==> src/bbd_pkg.sv <==
// ----------------------------------------------------------------------------
// bbd_pkg
// shared types and constants of the bilinear bayer demosaic unit
// ----------------------------------------------------------------------------
package bbd_pkg;

  localparam int MAX_WIDTH = 2048;
  localparam int COL_W     = $clog2(MAX_WIDTH);
  localparam int CFG_W     = 12;
  localparam int ROW_W     = 12;
  localparam int PIX_W     = 8;
  localparam int OUT_COL_W = 11;
  localparam int CMP_W     = ((COL_W > CFG_W) ? COL_W : CFG_W) + 1;
  localparam int MAX_W_CFG = (MAX_WIDTH > 4095) ? 4095 : MAX_WIDTH;
  localparam int MIN_SIZE  = 3;

  localparam int OUT_DATA_W = 3 * PIX_W + OUT_COL_W + ROW_W;
  localparam int OUT_TDATA_W = ((OUT_DATA_W + 7) / 8) * 8;

  typedef enum logic {
    REG_FRAME_WIDTH  = 1'b0,
    REG_FRAME_HEIGHT = 1'b1
  } reg_index_e;

  typedef logic [PIX_W-1:0] pix_t;

  typedef struct packed {
    pix_t upper;
    pix_t middle;
  } line_word_t;

  typedef struct packed {
    logic             valid;
    logic             emit;
    logic             done;
    logic [COL_W-1:0] col;
    logic [ROW_W-1:0] row;
  } bbd_ctrl_t;

endpackage

==> src/bbd_interp.sv <==
// ----------------------------------------------------------------------------
// bbd_interp
// 3x3 window and bilinear color selection, output register
// ----------------------------------------------------------------------------
module bbd_interp (
  input  logic                          clk_i,
  input  logic                          rst_ni,
  input  logic                          en_i,
  input  bbd_pkg::bbd_ctrl_t            ctrl_i,
  input  bbd_pkg::pix_t                 px_i,
  input  bbd_pkg::line_word_t           line_i,
  output logic                          out_valid_o,
  output logic [bbd_pkg::OUT_TDATA_W-1:0] out_data_o,
  output logic                          out_last_o
);
  import bbd_pkg::*;

  pix_t col0_q [3];
  pix_t col1_q [3];

  logic [PIX_W:0]   hor, ver;
  logic [PIX_W+1:0] crs, dia;
  pix_t             ctr, red, green, blue;
  logic             x_odd, y_odd;
  logic [COL_W-1:0] xc;
  logic [ROW_W-1:0] yc;

  logic             out_valid_q;
  logic             out_last_q;
  pix_t             red_q, green_q, blue_q;
  logic [OUT_COL_W-1:0] xc_q;
  logic [ROW_W-1:0] yc_q;

  always_comb begin
    xc    = ctrl_i.col - COL_W'(1);
    yc    = ctrl_i.row - ROW_W'(1);
    x_odd = xc[0];
    y_odd = yc[0];
    ctr   = col1_q[1];
    hor   = ({1'b0, col0_q[1]} + {1'b0, line_i.middle}) >> 1;
    ver   = ({1'b0, col1_q[0]} + {1'b0, col1_q[2]}) >> 1;
    crs   = ({2'b0, col0_q[1]} + {2'b0, line_i.middle} +
             {2'b0, col1_q[0]} + {2'b0, col1_q[2]}) >> 2;
    dia   = ({2'b0, col0_q[0]} + {2'b0, line_i.upper} +
             {2'b0, col0_q[2]} + {2'b0, px_i}) >> 2;
    unique case ({y_odd, x_odd})
      2'b11: begin
        blue = ctr; green = crs[PIX_W-1:0]; red = dia[PIX_W-1:0];
      end
      2'b10: begin
        blue = hor[PIX_W-1:0]; green = ctr; red = ver[PIX_W-1:0];
      end
      2'b01: begin
        blue = ver[PIX_W-1:0]; green = ctr; red = hor[PIX_W-1:0];
      end
      default: begin
        blue = dia[PIX_W-1:0]; green = crs[PIX_W-1:0]; red = ctr;
      end
    endcase
  end

  // window slides by one column per request
  always_ff @(posedge clk_i or negedge rst_ni) begin
    if (!rst_ni) begin
      for (int i = 0; i < 3; i++) begin
        col0_q[i] <= '0;
        col1_q[i] <= '0;
      end
    end else if (en_i && ctrl_i.valid) begin
      for (int i = 0; i < 3; i++) begin
        col0_q[i] <= col1_q[i];
      end
      col1_q[0] <= line_i.upper;
      col1_q[1] <= line_i.middle;
      col1_q[2] <= px_i;
    end
  end

  always_ff @(posedge clk_i or negedge rst_ni) begin
    if (!rst_ni) begin
      out_valid_q <= 1'b0;
    end else if (en_i) begin
      out_valid_q <= ctrl_i.valid && ctrl_i.emit;
    end
  end

  always_ff @(posedge clk_i) begin
    if (en_i && ctrl_i.valid && ctrl_i.emit) begin
      red_q      <= red;
      green_q    <= green;
      blue_q     <= blue;
      xc_q       <= OUT_COL_W'(xc);
      yc_q       <= yc;
      out_last_q <= ctrl_i.done;
    end
  end

  assign out_valid_o = out_valid_q;
  assign out_last_o  = out_last_q;
  assign out_data_o  = OUT_TDATA_W'({yc_q, xc_q, blue_q, green_q, red_q});

  // a held result is not replaced
  a_hold_result: assert property (@(posedge clk_i) disable iff (!rst_ni)
    (out_valid_q && !en_i) |=> (out_valid_q && $stable(red_q) && $stable(xc_q)))
    else $error("pending result overwritten");

endmodule

==> config.mk <==
export PLATFORM = sky130hd
export DESIGN_NAME = bbd_interp
export DESIGN_NICKNAME = d
export VERILOG_FILES = /design/src/bbd_pkg.sv /design/src/bbd_interp.sv
export SDC_FILE = /design/constraint.sdc
export NUM_CORES = 1
export LEC_CHECK = 0
export CAP_MARGIN = 20
export CORE_MARGIN = 2
export CORE_UTILIZATION = 58
export DETAILED_ROUTE_END_ITERATION = 10
export DONT_BUFFER_PORTS = 1
export PLACE_DENSITY_LB_ADDON = 0.3
export SKIP_LAST_GASP = 1
export SLEW_MARGIN = 40
export SYNTH_ARGS = -nofsm -noshare
export SYNTH_HDL_FRONTEND = slang
export SYNTH_SLANG_ARGS = --single-unit
==> constraint.sdc <==
create_clock -name clk_i -period 3.8 [get_ports clk_i]
set_input_delay 0.19 -clock clk_i [delete_from_list [all_inputs] [get_ports clk_i]]
set_output_delay 0.19 -clock clk_i [all_outputs]
set_load 0.05 [all_outputs]
==> results.cfg <==
[floorplanning]
core-area_um2 = 10400
initial_core_util_pct = 60.2
die_w_um = 108
row_count = 37
fp.dieH_um = 108
dieArea_um2 = 11600
num_io_pins = 103

[setup_path]
path_common_cell = fa_1
startpoint_type = register
path_max_fanout = 3
reg2reg_to = green_q[7]$_DFFE_PP_
worstSetupPathType = register to register
rrSetupSlack_ps = 150
crit_buf_inv = 2
end_kind = register
cp_data_required_time_ps = 3920
r2r_start = col1_q[2]$_DFFE_PN0P_
critPathSlowestCell = fa_1
reg2reg_depth = 11
cp.arrival_ps = 3770
cp_top_family = adder cells
slowest_delay_ps = 510
cp_cell_sequence = inv_1, fa_1, fa_1, inv_1, fa_1, a21o_1, a21oi_1, nor2b_1, o311a_1, o21a_1, o31a_1

[synth]
synthMostInstantiatedCell = inv_1
synth_area_leaders = edfxtp_1 23%, dfrtp_1 20%, fa_1 11%
ys.flop_type = dfrtp_1
synth_cells = 617
synth_edf_count = 48
synth_commonest_cells = 107 x inv_1, 60 x nand2_1, 49 x dfrtp_1
synth_cell_types = 61
yosysTopAreaCell = edfxtp_1
ys_seq_elements = 97
synth_nets = 739
syn_area_um2 = 6240
synth.avg_cell_area_um2 = 10.1
netlist.area_leader.share_pct = 23.1
ys_seq_area_share_pct = 42.8
synthArstFlopShare_pct = 50.5
yosysWarnings = 0

[status]
status = completed

[routing]
num_vias = 4365
drt_iter0_markers = 333
firstDrtPassIters = 5
wl_um = 13100
route.detailed.drc = 0
ant_nets = 0
avgViaCountPerCell = 5.78
wl_per_cell_um = 17.4

[cts]
cts.sinks = 97
clk_latency_ps = 370
numCtsBuffers = 9
clk_pin_slew_ps = 90
root_buffer = clkbuf_8
cts_setup_buffers = 0
cts_tree = built
ctsResizeCount = 0
h-tree-depth = 3
cts_buffer_depth = 2

[placed_design]
hpwlAfterDp_um = 10200
place_area_um2 = 6350
routabilityCongestion = 0.907
io_buffers = 0

[power]
power_density_nw_per_um2 = 572
ir_drop_mv = 0.252
leakage_nw = 2.94

[final_layout]
fin_nets = 736
drive_gt1_share_pct = 4.04
area_growth_syn_to_layout_pct = 5.64
stdcell_area_um2 = 6590
nFillCells = 840
n_antenna_cell = 0

[flow_run]
cap_violations = 0

[sta]
fin_crit_sh_pct = 96.1
setup_viol = 0
skew_ps = 10.5
worstMarginPinSlew_ps = 680
relSlewSlack_pct = 54.7
final-max-slew-violation-count = 0
timing.fmax_mhz = 274
finalCriticalPeriod_ps = 3650
finalSetupTns_ps = 0
rsz0062_at_grt = no
final_hold_viol_count = 0

[hold_path]
min_delay_path_depth = 2
hp-start = px_i[0]
hold_class = primary input to register
min_to = col1_q[0]$_DFFE_PN0P_

[grt]
grt_first_pass_wirelength_um = 21100
grt_pass1_vias = 4377
grt_start_max_net_pins = 64
track_usage_pct = 23.5
grt_overflow = 0
antenna_found_initial = 0
==> sequential cells by signal, indices dropped and copies added, names as in the netlist <==
signal       count
blue_q           8
col0_q          24
col1_q          16
ctr              8
green_q          8
out_last_o       1
out_valid_o      1
red_q            8
xc_q            11
yc_q            12
==> how the worst max path moves through the flow <==
stage / startpoint / slack [ps] / endpoint / depth (start not counted)
global placement: col1_q[2]$_DFFE_PN0P_ / 310 / green_q[7]$_DFFE_PP_ / 11
CTS: col1_q[2]$_DFFE_PN0P_ / 220 / green_q[7]$_DFFE_PP_ / 11
finish: col1_q[2]$_DFFE_PN0P_ / 150 / green_q[7]$_DFFE_PP_ / 11
floorplan: col0_q[9]$_DFFE_PN0P_ / 530 / green_q[7]$_DFFE_PP_ / 11
global route: col1_q[2]$_DFFE_PN0P_ / 70 / green_q[7]$_DFFE_PP_ / 11
detailed placement: col1_q[2]$_DFFE_PN0P_ / 250 / green_q[7]$_DFFE_PP_ / 11
==> placed cells by master (no fill, tap or decap), types with 7 or more instances in the layout <==
cell,n
a21oi_1,35
clkbuf_8,9
dfrtp_1,49
edfxtp_1,48
fa_1,34
ha_1,35
inv_1,107
mux2_1,7
nand2_1,59
nor2_1,25
nor3_1,7
o21ai_0,41
o21ai_1,19
xnor2_1,19
xor2_1,19
==> report_power, final <==
part           switching [mW]  internal (mW)  total (mW)  leakage, nW
registers               0.202           1.26        1.46         1.06
clock network           0.361          0.300       0.661       0.0897
logic                   0.956          0.692        1.65         1.79
==> layer usage <==
| metal | vias up | track usage (%) | part of all wire, % |
|---|---|---|---|
| met4 | 0 | 7.23 | 1.7 |
| met1 | 2090 | 31.2 | 44 |
| met5 | - | 0 | 0 |
| met3 | 18 | 4.96 | 7.7 |
| li1 | 2065 | - | - |
| met2 | 192 | 38.7 | 47 |
==> timing repair <==
action,4_1_cts,5_1_grt
hold buffers,4,0
endpoints found under the hold margin,51,0
endpoints found under the setup margin,0,0
==> cells by family after synthesis <==
family / count (synthesis) / synth area share, %
mux: 10 / 1.77
flops: 97 / 42.8
xor+xnor: 38 / 5.33
compound gates: 151 / 15.0
buf+inv: 127 / 7.84
other cells: 1 / 0.0601
fa+ha+maj: 69 / 17.9
simple gates: 124 / 9.29
==> area by class of cell <==
class,instances,area [um^2],share of cell area (%)
clock buffer,10,128,1.94
clock inverter,6,58.8,0.892
sequential,97,2670,40.5
inverter,108,407,6.17
multi-input combinational,393,3090,47.0
timing repair buffer,5,65.1,0.987
tap,136,170,2.58
==> per-stage QoR <==
step                power, mW  setup slack (ps)  util, %  hold slack, ps  cells
floorplan                2.69               528        -            -106    617
global placement         3.01               308     61.1            -103    735
detailed placement       3.08               249     61.2            -103    735
CTS                      3.75               221     63.5            8.91    755
global route             4.02              65.3     63.5            12.9    755
finish                   3.77               148     63.5            12.5    755
Power figures use the tool's default switching activity.
